<file path="src/rtl/core/u16550_pkg.sv">
`timescale 1ns / 1ps
// ----------------------------------------------------------------------------
// u16550_pkg
// Shared types, command and register codes, and bit constants for the
// 16550-style uart register block.
// ----------------------------------------------------------------------------
package u16550_pkg;

    localparam int FIFO_DEPTH_DEFAULT = 16;

    typedef logic [1:0] cmd_t;
    typedef logic [2:0] reg_idx_t;
    typedef logic [7:0] byte_t;

    // item commands
    localparam cmd_t CMD_READ    = 2'd0;
    localparam cmd_t CMD_WRITE   = 2'd1;
    localparam cmd_t CMD_LINE_RX = 2'd2;
    localparam cmd_t CMD_TX_DONE = 2'd3;

    // register map
    localparam reg_idx_t REG_RBR_THR = 3'd0;
    localparam reg_idx_t REG_IER     = 3'd1;
    localparam reg_idx_t REG_IIR_FCR = 3'd2;
    localparam reg_idx_t REG_LCR     = 3'd3;
    localparam reg_idx_t REG_MCR     = 3'd4;
    localparam reg_idx_t REG_LSR     = 3'd5;
    localparam reg_idx_t REG_MSR     = 3'd6;
    localparam reg_idx_t REG_SCR     = 3'd7;

    localparam int LCR_DLAB_BIT   = 7;
    localparam int FCR_ENABLE_BIT = 0;
    localparam int FCR_CLR_RX_BIT = 1;
    localparam int FCR_CLR_TX_BIT = 2;
    localparam int IER_RX_BIT     = 0;
    localparam int MCR_DTR_BIT    = 0;
    localparam int MCR_RTS_BIT    = 1;

    localparam byte_t LSR_DR       = 8'h01;
    localparam byte_t LSR_OE       = 8'h02;
    localparam byte_t LSR_TX_EMPTY = 8'h20;
    localparam byte_t LSR_TX_IDLE  = 8'h40;
    localparam byte_t IIR_RX_DATA  = 8'h04;
    localparam byte_t IIR_NONE     = 8'h01;
    localparam byte_t IIR_FIFO_ON  = 8'hC0;

    typedef struct packed {
        cmd_t     command;
        reg_idx_t reg_index;
        byte_t    write_data;
        byte_t    line_byte;
    } item_t;

    typedef struct packed {
        byte_t       read_data;
        logic        tx_valid;
        byte_t       tx_byte;
        logic        irq;
        logic        dtr;
        logic        rts;
        logic [15:0] divisor;
    } result_t;

endpackage

</file>
<file path="src/rtl/core/u16550_fifo_mem.sv">
`timescale 1ns / 1ps
// ----------------------------------------------------------------------------
// u16550_fifo_mem
// FIFO byte storage: one write port, one registered read port, with a
// same-cycle write-to-read bypass so the head byte is always current.
// ----------------------------------------------------------------------------
module u16550_fifo_mem #(
    parameter int DEPTH = 16,
    parameter int IDX_W = (DEPTH > 1) ? $clog2(DEPTH) : 1
) (
    input  logic             clk,
    input  logic             rst_n,
    input  logic             wr_en,
    input  logic [IDX_W-1:0] wr_addr,
    input  logic [7:0]       wr_data,
    input  logic [IDX_W-1:0] rd_addr,
    output logic [7:0]       rd_data
);

    logic [7:0] mem [DEPTH];
    logic [7:0] rd_q_reg;
    logic [7:0] byp_data_reg;
    logic       byp_reg;

    always_ff @(posedge clk)
    begin
        if (wr_en)
        begin
            mem[wr_addr] <= wr_data;
        end
        rd_q_reg     <= mem[rd_addr];
        byp_data_reg <= wr_data;
    end

    // the read above sees the old entry when it is written in the same cycle
    always_ff @(posedge clk or negedge rst_n)
    begin
        if (!rst_n)
        begin
            byp_reg <= 1'b0;
        end
        else
        begin
            byp_reg <= wr_en && (wr_addr == rd_addr);
        end
    end

    assign rd_data = byp_reg ? byp_data_reg : rd_q_reg;

endmodule

</file>
<file path="src/rtl/core/u16550_regfile.sv">
`timescale 1ns / 1ps
// ----------------------------------------------------------------------------
// u16550_regfile
// Register state, FIFO pointers and the single-step update logic for one
// item; produces the result for the item being processed.
// ----------------------------------------------------------------------------
module u16550_regfile #(
    parameter int FIFO_DEPTH = u16550_pkg::FIFO_DEPTH_DEFAULT
) (
    input  logic                clk,
    input  logic                rst_n,
    input  logic                go,
    input  u16550_pkg::item_t   item,
    output u16550_pkg::result_t result
);

    import u16550_pkg::*;

    localparam int IDX_W = (FIFO_DEPTH > 1) ? $clog2(FIFO_DEPTH) : 1;
    localparam int CNT_W = $clog2(FIFO_DEPTH + 1);
    localparam int SUM_W = CNT_W + 1;
    localparam logic [SUM_W-1:0] DEPTH_S = SUM_W'(FIFO_DEPTH);
    localparam logic [CNT_W-1:0] DEPTH_C = CNT_W'(FIFO_DEPTH);

    logic [CNT_W-1:0] rx_count_reg, rx_count_next;
    logic [IDX_W-1:0] rx_head_reg, rx_head_next;
    logic [CNT_W-1:0] tx_count_reg, tx_count_next;
    logic [IDX_W-1:0] tx_head_reg, tx_head_next;
    logic [3:0]       int_enable_reg, int_enable_next;
    logic [7:0]       line_ctrl_reg, line_ctrl_next;
    logic [4:0]       modem_ctrl_reg, modem_ctrl_next;
    logic [7:0]       div_low_reg, div_low_next;
    logic [7:0]       div_high_reg, div_high_next;
    logic             fifo_on_reg, fifo_on_next;
    logic             busy_reg, busy_next;
    logic             overrun_reg, overrun_next;
    logic [7:0]       scratch_reg, scratch_next;

    logic             rx_wr_en, tx_wr_en;
    logic [IDX_W-1:0] rx_tail, tx_tail;
    logic [7:0]       rx_head_data, tx_head_data;
    logic [CNT_W-1:0] cur_depth;
    logic             dlab;
    logic             fcr_en;

    function automatic logic [IDX_W-1:0] ptr_add(input logic [IDX_W-1:0] p,
                                                 input logic [CNT_W-1:0] c);
        logic [SUM_W-1:0] s;
        s = SUM_W'(p) + SUM_W'(c);
        if (s >= DEPTH_S)
        begin
            s = s - DEPTH_S;
        end
        return s[IDX_W-1:0];
    endfunction

    assign dlab      = line_ctrl_reg[LCR_DLAB_BIT];
    assign cur_depth = fifo_on_reg ? DEPTH_C : CNT_W'(1);
    assign rx_tail   = ptr_add(rx_head_reg, rx_count_reg);
    assign tx_tail   = ptr_add(tx_head_reg, tx_count_reg);
    assign fcr_en    = item.write_data[FCR_ENABLE_BIT];

    u16550_fifo_mem #(.DEPTH(FIFO_DEPTH), .IDX_W(IDX_W)) u_rx_mem (
        .clk     (clk),
        .rst_n   (rst_n),
        .wr_en   (rx_wr_en),
        .wr_addr (rx_tail),
        .wr_data (item.line_byte),
        .rd_addr (rx_head_next),
        .rd_data (rx_head_data)
    );

    u16550_fifo_mem #(.DEPTH(FIFO_DEPTH), .IDX_W(IDX_W)) u_tx_mem (
        .clk     (clk),
        .rst_n   (rst_n),
        .wr_en   (tx_wr_en),
        .wr_addr (tx_tail),
        .wr_data (item.write_data),
        .rd_addr (tx_head_next),
        .rd_data (tx_head_data)
    );

    always_comb
    begin
        rx_count_next   = rx_count_reg;
        rx_head_next    = rx_head_reg;
        tx_count_next   = tx_count_reg;
        tx_head_next    = tx_head_reg;
        int_enable_next = int_enable_reg;
        line_ctrl_next  = line_ctrl_reg;
        modem_ctrl_next = modem_ctrl_reg;
        div_low_next    = div_low_reg;
        div_high_next   = div_high_reg;
        fifo_on_next    = fifo_on_reg;
        busy_next       = busy_reg;
        overrun_next    = overrun_reg;
        scratch_next    = scratch_reg;
        rx_wr_en        = 1'b0;
        tx_wr_en        = 1'b0;
        result          = '0;

        if (go)
        begin
            unique case (item.command)
                CMD_READ:
                begin
                    unique case (item.reg_index)
                        REG_RBR_THR:
                        begin
                            if (dlab)
                            begin
                                result.read_data = div_low_reg;
                            end
                            else if (rx_count_reg != '0)
                            begin
                                result.read_data = rx_head_data;
                                rx_head_next     = ptr_add(rx_head_reg, CNT_W'(1));
                                rx_count_next    = rx_count_reg - CNT_W'(1);
                            end
                        end
                        REG_IER:
                        begin
                            result.read_data = dlab ? div_high_reg : {4'b0, int_enable_reg};
                        end
                        REG_IIR_FCR:
                        begin
                            result.read_data =
                                ((int_enable_reg[IER_RX_BIT] && rx_count_reg != '0)
                                    ? IIR_RX_DATA : IIR_NONE)
                                | (fifo_on_reg ? IIR_FIFO_ON : 8'h00);
                        end
                        REG_LCR:
                        begin
                            result.read_data = line_ctrl_reg;
                        end
                        REG_MCR:
                        begin
                            result.read_data = {3'b0, modem_ctrl_reg};
                        end
                        REG_LSR:
                        begin
                            result.read_data =
                                ((rx_count_reg != '0) ? LSR_DR : 8'h00)
                                | (overrun_reg ? LSR_OE : 8'h00)
                                | ((tx_count_reg == '0) ? LSR_TX_EMPTY : 8'h00)
                                | ((tx_count_reg == '0 && !busy_reg) ? LSR_TX_IDLE : 8'h00);
                            overrun_next = 1'b0;
                        end
                        REG_MSR:
                        begin
                            result.read_data = 8'h00;
                        end
                        REG_SCR:
                        begin
                            result.read_data = scratch_reg;
                        end
                        default:
                        begin
                            result.read_data = 8'h00;
                        end
                    endcase
                end
                CMD_WRITE:
                begin
                    unique case (item.reg_index)
                        REG_RBR_THR:
                        begin
                            if (dlab)
                            begin
                                div_low_next = item.write_data;
                            end
                            else if (tx_count_reg < cur_depth)
                            begin
                                tx_wr_en      = 1'b1;
                                tx_count_next = tx_count_reg + CNT_W'(1);
                            end
                        end
                        REG_IER:
                        begin
                            if (dlab)
                            begin
                                div_high_next = item.write_data;
                            end
                            else
                            begin
                                int_enable_next = item.write_data[3:0];
                            end
                        end
                        REG_IIR_FCR:
                        begin
                            // toggling the enable bit flushes both fifos
                            if (fcr_en != fifo_on_reg || item.write_data[FCR_CLR_RX_BIT])
                            begin
                                rx_count_next = '0;
                                rx_head_next  = '0;
                            end
                            if (fcr_en != fifo_on_reg || item.write_data[FCR_CLR_TX_BIT])
                            begin
                                tx_count_next = '0;
                                tx_head_next  = '0;
                            end
                            fifo_on_next = fcr_en;
                        end
                        REG_LCR:
                        begin
                            line_ctrl_next = item.write_data;
                        end
                        REG_MCR:
                        begin
                            modem_ctrl_next = item.write_data[4:0];
                        end
                        REG_SCR:
                        begin
                            scratch_next = item.write_data;
                        end
                        default:
                        begin
                        end
                    endcase
                end
                CMD_LINE_RX:
                begin
                    if (rx_count_reg >= cur_depth)
                    begin
                        overrun_next = 1'b1;
                    end
                    else
                    begin
                        rx_wr_en      = 1'b1;
                        rx_count_next = rx_count_reg + CNT_W'(1);
                    end
                end
                CMD_TX_DONE:
                begin
                    busy_next = 1'b0;
                end
                default:
                begin
                end
            endcase

            // load the shifter when idle; a byte written into an empty fifo
            // goes straight through
            if (!busy_next && tx_count_next != '0)
            begin
                result.tx_valid = 1'b1;
                result.tx_byte  = (tx_count_reg == '0) ? item.write_data : tx_head_data;
                tx_head_next    = ptr_add(tx_head_next, CNT_W'(1));
                tx_count_next   = tx_count_next - CNT_W'(1);
                busy_next       = 1'b1;
            end

            result.irq     = int_enable_next[IER_RX_BIT] && (rx_count_next != '0);
            result.dtr     = modem_ctrl_next[MCR_DTR_BIT];
            result.rts     = modem_ctrl_next[MCR_RTS_BIT];
            result.divisor = {div_high_next, div_low_next};
        end
    end

    always_ff @(posedge clk or negedge rst_n)
    begin
        if (!rst_n)
        begin
            rx_count_reg   <= '0;
            rx_head_reg    <= '0;
            tx_count_reg   <= '0;
            tx_head_reg    <= '0;
            int_enable_reg <= '0;
            line_ctrl_reg  <= '0;
            modem_ctrl_reg <= '0;
            div_low_reg    <= '0;
            div_high_reg   <= '0;
            fifo_on_reg    <= 1'b0;
            busy_reg       <= 1'b0;
            overrun_reg    <= 1'b0;
            scratch_reg    <= '0;
        end
        else
        begin
            rx_count_reg   <= rx_count_next;
            rx_head_reg    <= rx_head_next;
            tx_count_reg   <= tx_count_next;
            tx_head_reg    <= tx_head_next;
            int_enable_reg <= int_enable_next;
            line_ctrl_reg  <= line_ctrl_next;
            modem_ctrl_reg <= modem_ctrl_next;
            div_low_reg    <= div_low_next;
            div_high_reg   <= div_high_next;
            fifo_on_reg    <= fifo_on_next;
            busy_reg       <= busy_next;
            overrun_reg    <= overrun_next;
            scratch_reg    <= scratch_next;
        end
    end

endmodule

</file>
<file path="src/rtl/core/uart_16550_register_block_top.sv">
`timescale 1ns / 1ps
// ----------------------------------------------------------------------------
// uart_16550_register_block_top
// 16550-style uart register file with receive and transmit fifos.
// ----------------------------------------------------------------------------
// Usage:
//   input channel  in_valid / in_stall carries one item: a bus read or write
//   of registers 0-7, a byte received from the line, or transmit shift done.
//   output channel out_valid / out_stall returns one result per item: read
//   data, a byte loaded into the transmit shifter (tx_valid, tx_byte), irq,
//   dtr, rts and the baud divisor, all as they stand after the item.
//   An accepted item is held in the input register; its whole update is
//   done there and its result is captured in the output register.
//   Throughput is one item per clock while out_stall is low; the register and
//   fifo pointer update is a single combinational step. The fifo head byte
//   comes from a registered read port that is addressed with the next head
//   pointer. When the receiver stalls, the output register holds its result
//   and one more item waits in the input register; after that in_stall goes
//   high. Reset clears all uart registers, fifo counts, pointers and both
//   channels; fifo byte storage is not cleared and needs no clearing pass.
// ----------------------------------------------------------------------------
module uart_16550_register_block_top #(
    parameter int FIFO_DEPTH = u16550_pkg::FIFO_DEPTH_DEFAULT
) (
    input  logic        clk,
    input  logic        rst_n,
    input  logic        in_valid,
    output logic        in_stall,
    input  logic [1:0]  command,
    input  logic [2:0]  reg_index,
    input  logic [7:0]  write_data,
    input  logic [7:0]  line_byte,
    output logic        out_valid,
    input  logic        out_stall,
    output logic [7:0]  read_data,
    output logic        tx_valid,
    output logic [7:0]  tx_byte,
    output logic        irq,
    output logic        dtr,
    output logic        rts,
    output logic [15:0] divisor
);

    import u16550_pkg::*;

    item_t   item_reg;
    logic    in_valid_reg;
    result_t result_reg;
    result_t result_next;
    logic    out_valid_reg;
    logic    advance;
    logic    go;
    logic    accept;

    assign advance  = !out_valid_reg || !out_stall;
    assign go       = in_valid_reg && advance;
    assign in_stall = in_valid_reg && !advance;
    assign accept   = in_valid && !in_stall;

    u16550_regfile #(.FIFO_DEPTH(FIFO_DEPTH)) u_regfile (
        .clk    (clk),
        .rst_n  (rst_n),
        .go     (go),
        .item   (item_reg),
        .result (result_next)
    );

    always_ff @(posedge clk)
    begin
        if (accept)
        begin
            item_reg <= '{command: command, reg_index: reg_index,
                          write_data: write_data, line_byte: line_byte};
        end
        if (go)
        begin
            result_reg <= result_next;
        end
    end

    always_ff @(posedge clk or negedge rst_n)
    begin
        if (!rst_n)
        begin
            in_valid_reg  <= 1'b0;
            out_valid_reg <= 1'b0;
        end
        else
        begin
            if (accept)
            begin
                in_valid_reg <= 1'b1;
            end
            else if (go)
            begin
                in_valid_reg <= 1'b0;
            end
            if (advance)
            begin
                out_valid_reg <= go;
            end
        end
    end

    assign out_valid = out_valid_reg;
    assign read_data = result_reg.read_data;
    assign tx_valid  = result_reg.tx_valid;
    assign tx_byte   = result_reg.tx_byte;
    assign irq       = result_reg.irq;
    assign dtr       = result_reg.dtr;
    assign rts       = result_reg.rts;
    assign divisor   = result_reg.divisor;

endmodule

</file>
<file path="config.mk">
export PLATFORM = sky130hd
export DESIGN_NAME = uart_16550_register_block_top
export DESIGN_NICKNAME = d
export VERILOG_FILES = /design/src/rtl/core/u16550_pkg.sv /design/src/rtl/core/u16550_fifo_mem.sv /design/src/rtl/core/u16550_regfile.sv /design/src/rtl/core/uart_16550_register_block_top.sv
export SDC_FILE = /design/constraint.sdc
export NUM_CORES = 1
export LEC_CHECK = 0
export BUFFER_PORTS_ARGS = -buffer_cell sky130_fd_sc_hd__clkbuf_2
export CAP_MARGIN = 10
export CORE_ASPECT_RATIO = 0.75
export CORE_MARGIN = 2
export CORE_UTILIZATION = 45
export DETAILED_ROUTE_END_ITERATION = 8
export PLACE_DENSITY_LB_ADDON = 0.05
export SETUP_SLACK_MARGIN = 0.15
export SLEW_MARGIN = 20
export SYNTH_ARGS = -nofsm -noshare
export SYNTH_HDL_FRONTEND = slang
export SYNTH_HIERARCHICAL = 1
export SYNTH_SLANG_ARGS = --single-unit
</file>
<file path="constraint.sdc">
create_clock -name clk -period 18.3 [get_ports clk]
set_input_delay 2.745 -clock clk [delete_from_list [all_inputs] [get_ports clk]]
set_output_delay 2.745 -clock clk [all_outputs]
set_load 0.01 [all_outputs]
</file>
==> out/metrics.yaml, run 1 <==
post_cts_buffers: 0
async_flop_share_pct: 16.06
worst_path_most_repeated_cell: "a22oi_1"
wl_met3_um: 2649
avgSynthCellArea_um2: 15.72
worst-path-buf-inv: 1
status: "completed"
design.core.area_um2: 38240
ir_worst_vdd_uv: 66.58
synth_most_common_cell: "edfxtp_1"
syn_area_um2: 17420
cts_max_level: 2
port-buffer-count: 62
fin_worst_skew_ns: 0.02093
die_area_um2: 40310
crit_slowest_cell: "nand3_1"
yosys_warnings: 6
vias_per_cell: 5.771
fin_area_um2: 19630
slowest_delay_ns: 0.80
ys.flop_type: "edfxtp_1"
relSlewSlack_pct: 26.27
place.gp.congestion: 0.8115
cts_buffers: 41
crit_family: "simple AND/OR/NAND/NOR gates"
min_period_ns: 6.309
yosysTopAreaCellShare_pct: 53.97
synth_xor_xnor_area_share_pct: 0.8549
synth-edff-count: 313
rows: 62
overflow: 0
die_width_um: 231.2
fill_cells: 3182
critPathArrivalTime_ns: 6.72
hold_class: "register to register"
critical_path_class: "register to register"
yosys.area_share.adder_pct: 1.523
yosysSeqAreaShare_pct: 67.13
drc: 0
clock_sinks: 411
rrSetupSlack_ns: 11.99
cts_root_buffer: "clkbuf_16"
wl_met2_um: 17480
p_per_area_nw_per_um2: 134.9
ios: 63
clockBufferDepth: 3
post-synth-top-area-cell: "edfxtp_1"
synth-simple-area-share_pct: 7.637
clk_pin_slew_ns: 0.06
fin_nets: 1215
routed_wl_um: 42770
fin_crit_sh_pct: 34.47
grt_pass1_wl_um: 63990
finalSetupViolCount: 0
finalHoldViolCount: 0
area_delta_synth_final_pct: 12.73
route.top_layer_used: "met4"
synth_compound_area_share_pct: 6.265
cts_tree: "yes"
syn_nets: 1153
yosys.cell_types.count: 77
drt-met1-wl_um: 22050
drtIter0Drc: 1112
clk-insertion-delay-late_ns: 0.55
synthTopCellsByCount: "313 x edfxtp_1, 101 x nand2_1, 66 x dfrtp_1"
crit_path_start_kind: "register"
wl_per_cell_um: 24.94
p_leak_uw: 0.007088
synth_top_family_by_area: "multiplexers"
finalMaxSlewViolations: 0
ctsResizeCount: 0
synth_area_leaders: "edfxtp_1 54%, dfrtp_1 9.5%, mux4_1 4.5%"
synthMuxAreaShare_pct: 14.10
drive_above_1_share_pct: 22.55
endpoint_kind: "register"
critical_path.cell_chain: "nor2b_1 -> o311ai_2 -> a21o_1 -> a22oi_1 -> ha_1 -> o41ai_2 -> a211oi_2 -> nand4_1 -> nand3_1 -> xor2_4 -> buf_4 -> mux4_1 -> a22oi_1 -> nand2_1"
drt_first_pass_iters: 5
power_uw: 2648
grtUsageTotal_pct: 21.66
rsz0062_at_grt: "false"
critPathMaxFanout: 34
yosys_register_bits: 411
syn_inst: 1108
tns_ns: 0
grt_pass1_vias: 9673
initial_core_util_pct: 45.54
max_freq_mhz: 158.5
die_y_um: 174.4
grt_max_degree: 67
routed-via-count: 9897
antenna_found_initial: 0
holdBufCountCts: 0
antenna_left: 0
placed_area_um2: 18240
required_ns: 18.71
cap_violations: 0
dp_hpwl_um: 27830
tightest_slew_ns: 1.104
## cells by family (layout without fill, tap and decap cells)
group	count (synthesis)	after routing
DFF	411	411
xor gates and xnor gates	17	17
muxes	146	146
and+or+nand+nor	273	273
other	0	1
buffers and inverters	86	180
AOI/OAI and AO/OA	155	155
adders and majority gates	20	20
## final timing paths
path,from,end,depth (start not counted)
max,item_reg[20],u_regfile/u_tx_mem/rd_q_reg[1],14
min,u_regfile/scratch_reg[0],u_regfile/scratch_reg[0],1
max reg2reg,item_reg[20],u_regfile/u_tx_mem/rd_q_reg[1],14
min reg2reg,u_regfile/scratch_reg[0],u_regfile/scratch_reg[0],1
max in group asynchronous,rst_n,u_regfile/modem_ctrl_reg[1],1
min in group asynchronous,rst_n,u_regfile/rx_count_reg[3],1
## layout by cell type, fill, tap and decap left out, drive strengths merged, types with 32 or more instances in the layout
cell type / instances
mux2: 64
nor2: 59
clkbuf: 120
edfxtp: 313
dfrtp: 66
a21oi: 36
a22oi: 41
dfxtp: 32
nand2: 101
mux4: 64
## per-layer routing
metal | track usage, % | vias up
li1 | - | 4454
met1 | 36.58 | 5082
met2 | 28.90 | 317
met3 | 3.806 | 44
met4 | 4.140 | 0
met5 | 0 | -
## through the flow
step	util (%)	worst slack (ns)	cells	hold WS, ns
6_report	51.33	11.99	1715	0.5029
3_3_place_gp	47.70	11.78	1639	0.4862
3_5_place_dp	47.70	11.60	1639	0.4940
5_1_grt	51.33	11.60	1714	0.5154
2_1_floorplan	-	10.02	1108	0.4667
4_1_cts	51.28	11.98	1714	0.5055
## cell type report
class | count | area, um2 | share of cell area, %
antenna | 1 | 2.502 | 0.01275
clock buffer | 59 | 1185 | 6.035
clock inverter | 16 | 181.4 | 0.9241
inverter | 21 | 78.83 | 0.4015
multi-input combinational | 611 | 5375 | 27.38
sequential | 411 | 11690 | 59.55
tap | 512 | 640.6 | 3.263
timing repair buffer | 84 | 478.0 | 2.435
## power by group
group	internal, uW	switching (uW)
Clock	496	352
Sequential	1070	64.9
Combinational	262	399
Total	1830	816
No activity file was read; power rests on OpenSTA's default activity.
==> run 2: changes to the inputs <==
==> constraint.sdc (replaced) <==
create_clock -name clk -period 5.85 [get_ports clk]
set_input_delay 0.8775 -clock clk [delete_from_list [all_inputs] [get_ports clk]]
set_output_delay 0.8775 -clock clk [all_outputs]
set_load 0.01 [all_outputs]
==> out/metrics.yaml, run 2 (synthesized netlist as in run 1, its figures left out) <==
die_width_um: 231.2
p_leak_uw: 0.007096
critical_path_class: "register to register"
clockBufferDepth: 3
vias_per_cell: 5.787
ctsResizeCount: 0
hold_class: "input port to asynchronous set/reset pin"
overflow: 0
design.core.area_um2: 38240
rsz0062_at_grt: "false"
cap_violations: 0
multi_input_area_um2: 5355
relSlewSlack_pct: 26.89
clk-insertion-delay-late_ns: 0.56
holdBufCountCts: 0
drive_above_1_share_pct: 22.76
power_uw: 8123
n_antenna_cell: 0
endpoint_kind: "register"
routed-via-count: 9953
grt_pass1_wl_um: 62690
place_ws_ns: 0.9601
dp_hpwl_um: 27750
p_per_area_nw_per_um2: 413.8
min_period_ns: 5.003
crit_path_start_kind: "register"
timing.final.ws_setup_ns: 0.8466
finalHoldViolCount: 0
max_freq_mhz: 199.9
antenna_left: 0
clock_sinks: 411
cts_buffers: 41
post_cts_buffers: 0
grt_pass1_vias: 9500
area_delta_synth_final_pct: 12.72
finalSetupViolCount: 0
fin_worst_skew_ns: 0.02469
antenna_found_initial: 2
routed_wl_um: 42350
tns_ns: 0
wl_per_cell_um: 24.62
cts_tree: "yes"
drc: 0
critPathArrivalTime_ns: 5.45
fill_cells: 3170
die_y_um: 174.4
clk_pin_slew_ns: 0.07
critPathLaunch: "u_regfile/fifo_on_reg"
rows: 62
tightest_slew_ns: 1.093
fin_crit_sh_pct: 85.53
critPathMaxFanout: 34
drtIter0Drc: 999
ir_worst_vdd_uv: 243.8
ff_latch_area_um2: 11690
fin_nets: 1220
required_ns: 6.30
grt_max_degree: 67
layout_commonest_cell: "edfxtp_1"
finalMaxSlewViolations: 0
ios: 63
worstReg2RegStart: "u_regfile/fifo_on_reg"
grtUsageTotal_pct: 21.14
final_core_util_pct: 51.33
cts_max_level: 2
port-buffer-count: 62
die_area_um2: 40310
final_cell_mix: "313 x edfxtp_1, 101 x nand2_1, 66 x dfrtp_1"
drt_first_pass_iters: 6
status: "completed"
initial_core_util_pct: 45.54
cts_root_buffer: "clkbuf_16"
place.gp.congestion: 0.9017
-- run 2: where the power goes --
part           total (uW)  internal, uW  leakage [uW]  switching, uW
registers            3590          3360       0.00397            229
logic                1960           835       0.00248           1120
clock network        2580          1440      0.000649           1140
total                8120          5640       0.00710           2490
-- run 2: path summary, 6_finish.rpt --
path                                                       end  slack (ns)  depth (start not counted)
worst max-delay path            u_regfile/u_tx_mem/rd_q_reg[3]        0.85                         16
worst min-delay path                 u_regfile/rx_count_reg[4]        0.44                          1
worst max register to register  u_regfile/u_tx_mem/rd_q_reg[3]        0.85                         16
worst min register to register        u_regfile/scratch_reg[1]        0.50                          1
max in group asynchronous          u_regfile/modem_ctrl_reg[4]        4.75                          1
min in group clk                                  item_reg[12]        0.49                          1
-- run 2: routing by layer --
layer / global-route usage [%] / wire, um
met5: 0 / 0
met4: 6.263 / 1119
met3: 3.953 / 2601
met2: 27.39 / 16720
met1: 35.31 / 21910
-- run 2: stage by stage --
| stage | hold slack (ns) | cells | area, um2 |
|---|---|---|---|
| finish | 0.4360 | 1720 | 19630 |
| global route | 0.4632 | 1720 | 19630 |
| detailed placement | 0.4917 | 1644 | 18310 |
| CTS | 0.4577 | 1720 | 19630 |
| global placement | 0.4894 | 1644 | 18310 |
| floorplan | 0.4668 | 1108 | 17420 |
-- run 2: area by class of cell --
cell class	instances	share of cell area, %
inverter	21	0.4016
clock buffer	47	5.545
multi-input combinational	611	27.28
timing repair buffer	89	2.754
sequential	411	59.56
clock inverter	29	1.198
tap	512	3.263
-- run 2: worst max-delay path, stage by stage, from the launching register on --
cell	delay, ns
dfrtp_1	0.46
inv_1	0.15
ha_1	0.26
nor4_1	0.41
nand2_1	0.12
a21o_1	0.21
a22oi_1	0.31
ha_1	0.26
o41ai_2	0.09
a211oi_2	0.27
nand4_1	0.25
nand3_1	0.61
mux2i_4	0.33
buf_4	0.44
mux4_1	0.37
a22oi_1	0.26
nand2_1	0.08
==> run 3: changes to the inputs <==
--- a/config.mk
+++ b/config.mk
@@ -10,6 +10,7 @@
 export CORE_ASPECT_RATIO = 0.75
 export CORE_MARGIN = 2
 export CORE_UTILIZATION = 45
+export CTS_BUF_LIST = sky130_fd_sc_hd__clkbuf_8
 export DETAILED_ROUTE_END_ITERATION = 8
 export PLACE_DENSITY_LB_ADDON = 0.05
 export SETUP_SLACK_MARGIN = 0.15
==> out/metrics.yaml, run 3 (synthesized netlist as in run 1, its figures left out) <==
critPathArrivalTime_ns: 5.48
fin_worst_skew_ns: 0.02981
cts_max_level: 3
routed_wl_um: 42550
wl_per_cell_um: 24.10
drc: 0
vias_per_cell: 5.712
grt_max_degree: 67
ctsResizeCount: 0
die_area_um2: 40310
required_ns: 6.36
area_delta_synth_final_pct: 12.53
ios: 63
routed-via-count: 10090
p_leak_uw: 0.007186
critPathLaunch: "u_regfile/fifo_on_reg"
rows: 62
max_freq_mhz: 201.0
initial_core_util_pct: 45.54
cts_buffers: 68
finalSetupViolCount: 0
rsz0062_at_grt: "false"
die_width_um: 231.2
clk-insertion-delay-late_ns: 0.62
cts_tree: "yes"
status: "completed"
ir_worst_vdd_uv: 200.9
final_cell_mix: "313 x edfxtp_1, 101 x nand2_1, 75 x clkbuf_8"
holdBufCountCts: 0
antenna_found_initial: 1
endpoint_kind: "register"
drtIter0Drc: 966
clockBufferDepth: 3
design.core.area_um2: 38240
port-buffer-count: 62
relSlewSlack_pct: 25.10
finalHoldViolCount: 0
crit_path_start_kind: "register"
antenna_left: 0
layout_commonest_cell: "edfxtp_1"
dp_hpwl_um: 27750
overflow: 0
grt_pass1_wl_um: 63240
worstReg2RegStart: "u_regfile/fifo_on_reg"
clock_sinks: 411
final_core_util_pct: 51.24
hold_class: "input port to asynchronous set/reset pin"
grtUsageTotal_pct: 21.46
cap_violations: 0
whs_ns: 0.3926
critical_path_class: "register to register"
finalMaxSlewViolations: 0
tightest_slew_ns: 1.119
tns_ns: 0
min_period_ns: 4.975
drive_above_1_share_pct: 23.70
critPathMaxFanout: 34
cts_root_buffer: "clkbuf_8"
die_y_um: 174.4
fin_crit_sh_pct: 85.05
grt_pass1_vias: 9748
p_per_area_nw_per_um2: 405.8
fin_nets: 1247
drt_first_pass_iters: 5
place.gp.congestion: 0.9017
clk_pin_slew_ns: 0.07
post_cts_buffers: 0
run 3: per-stage QoR:
step	std cells	setup WS (ns)	total power, uW	instance area (um2)
after detailed placement	1644	0.9601	5585	18310
after CTS	1765	0.9297	8023	19600
after global placement	1644	1.108	5576	18310
after floorplan	1108	0.6123	5029	17420
final	1766	0.8745	7953	19600
after global routing	1765	0.5365	8350	19600
run 3: routing by layer:
metal / global-route usage [%] / part of all wire [%] / vias to the layer above / wire [um]
met5: 0 / 0 / - / 0
met4: 7.715 / 2.5 / 0 / 1066
met3: 4.642 / 6.0 / 68 / 2536
met2: 27.45 / 40 / 353 / 16880
met1: 35.18 / 52 / 5144 / 22070
li1: - / - / 4522 / -
run 3: worst paths after layout:
| path | endpoint | slack [ns] | depth (start not counted) |
|---|---|---|---|
| max in group asynchronous | u_regfile/div_low_reg[1] | 4.81 | 1 |
| hold / removal | u_regfile/rx_count_reg[2] | 0.39 | 1 |
| setup reg to reg | u_regfile/u_tx_mem/rd_q_reg[3] | 0.87 | 16 |
| min in group clk | item_reg[12] | 0.43 | 1 |
| hold reg to reg | u_regfile/line_ctrl_reg[0] | 0.50 | 1 |
| setup / recovery | u_regfile/u_tx_mem/rd_q_reg[3] | 0.87 | 16 |
run 3: final cells by class:
type / count / area [um2]
clock inverters: 46 / 256.5
fillers: 3200 / 18650
multi-input cells: 611 / 5355
flip-flops and latches: 411 / 11690
clock buffers: 75 / 1032
diodes: 1 / 2.502
inverters: 21 / 78.83
well taps: 512 / 640.6
repair buffers: 89 / 540.5
run 3: power by group:
group / internal [uW] / leakage, uW / switching, uW
logic: 834 / 0.00248 / 1120
registers: 3360 / 0.00397 / 230
clock network: 1270 / 0.000738 / 1130
run 3: worst max-delay path: stages, from the launching register on:
cell      delay, ns
dfrtp_1        0.45
inv_1          0.15
ha_1           0.26
nor4_1         0.42
nand2_1        0.11
a21o_1         0.21
a22oi_1        0.29
ha_1           0.26
o41ai_2        0.09
a211oi_2       0.26
nand4_1        0.25
nand3_1        0.60
mux2i_4        0.33
buf_4          0.44
mux4_1         0.38
a22oi_1        0.26
nand2_1        0.08
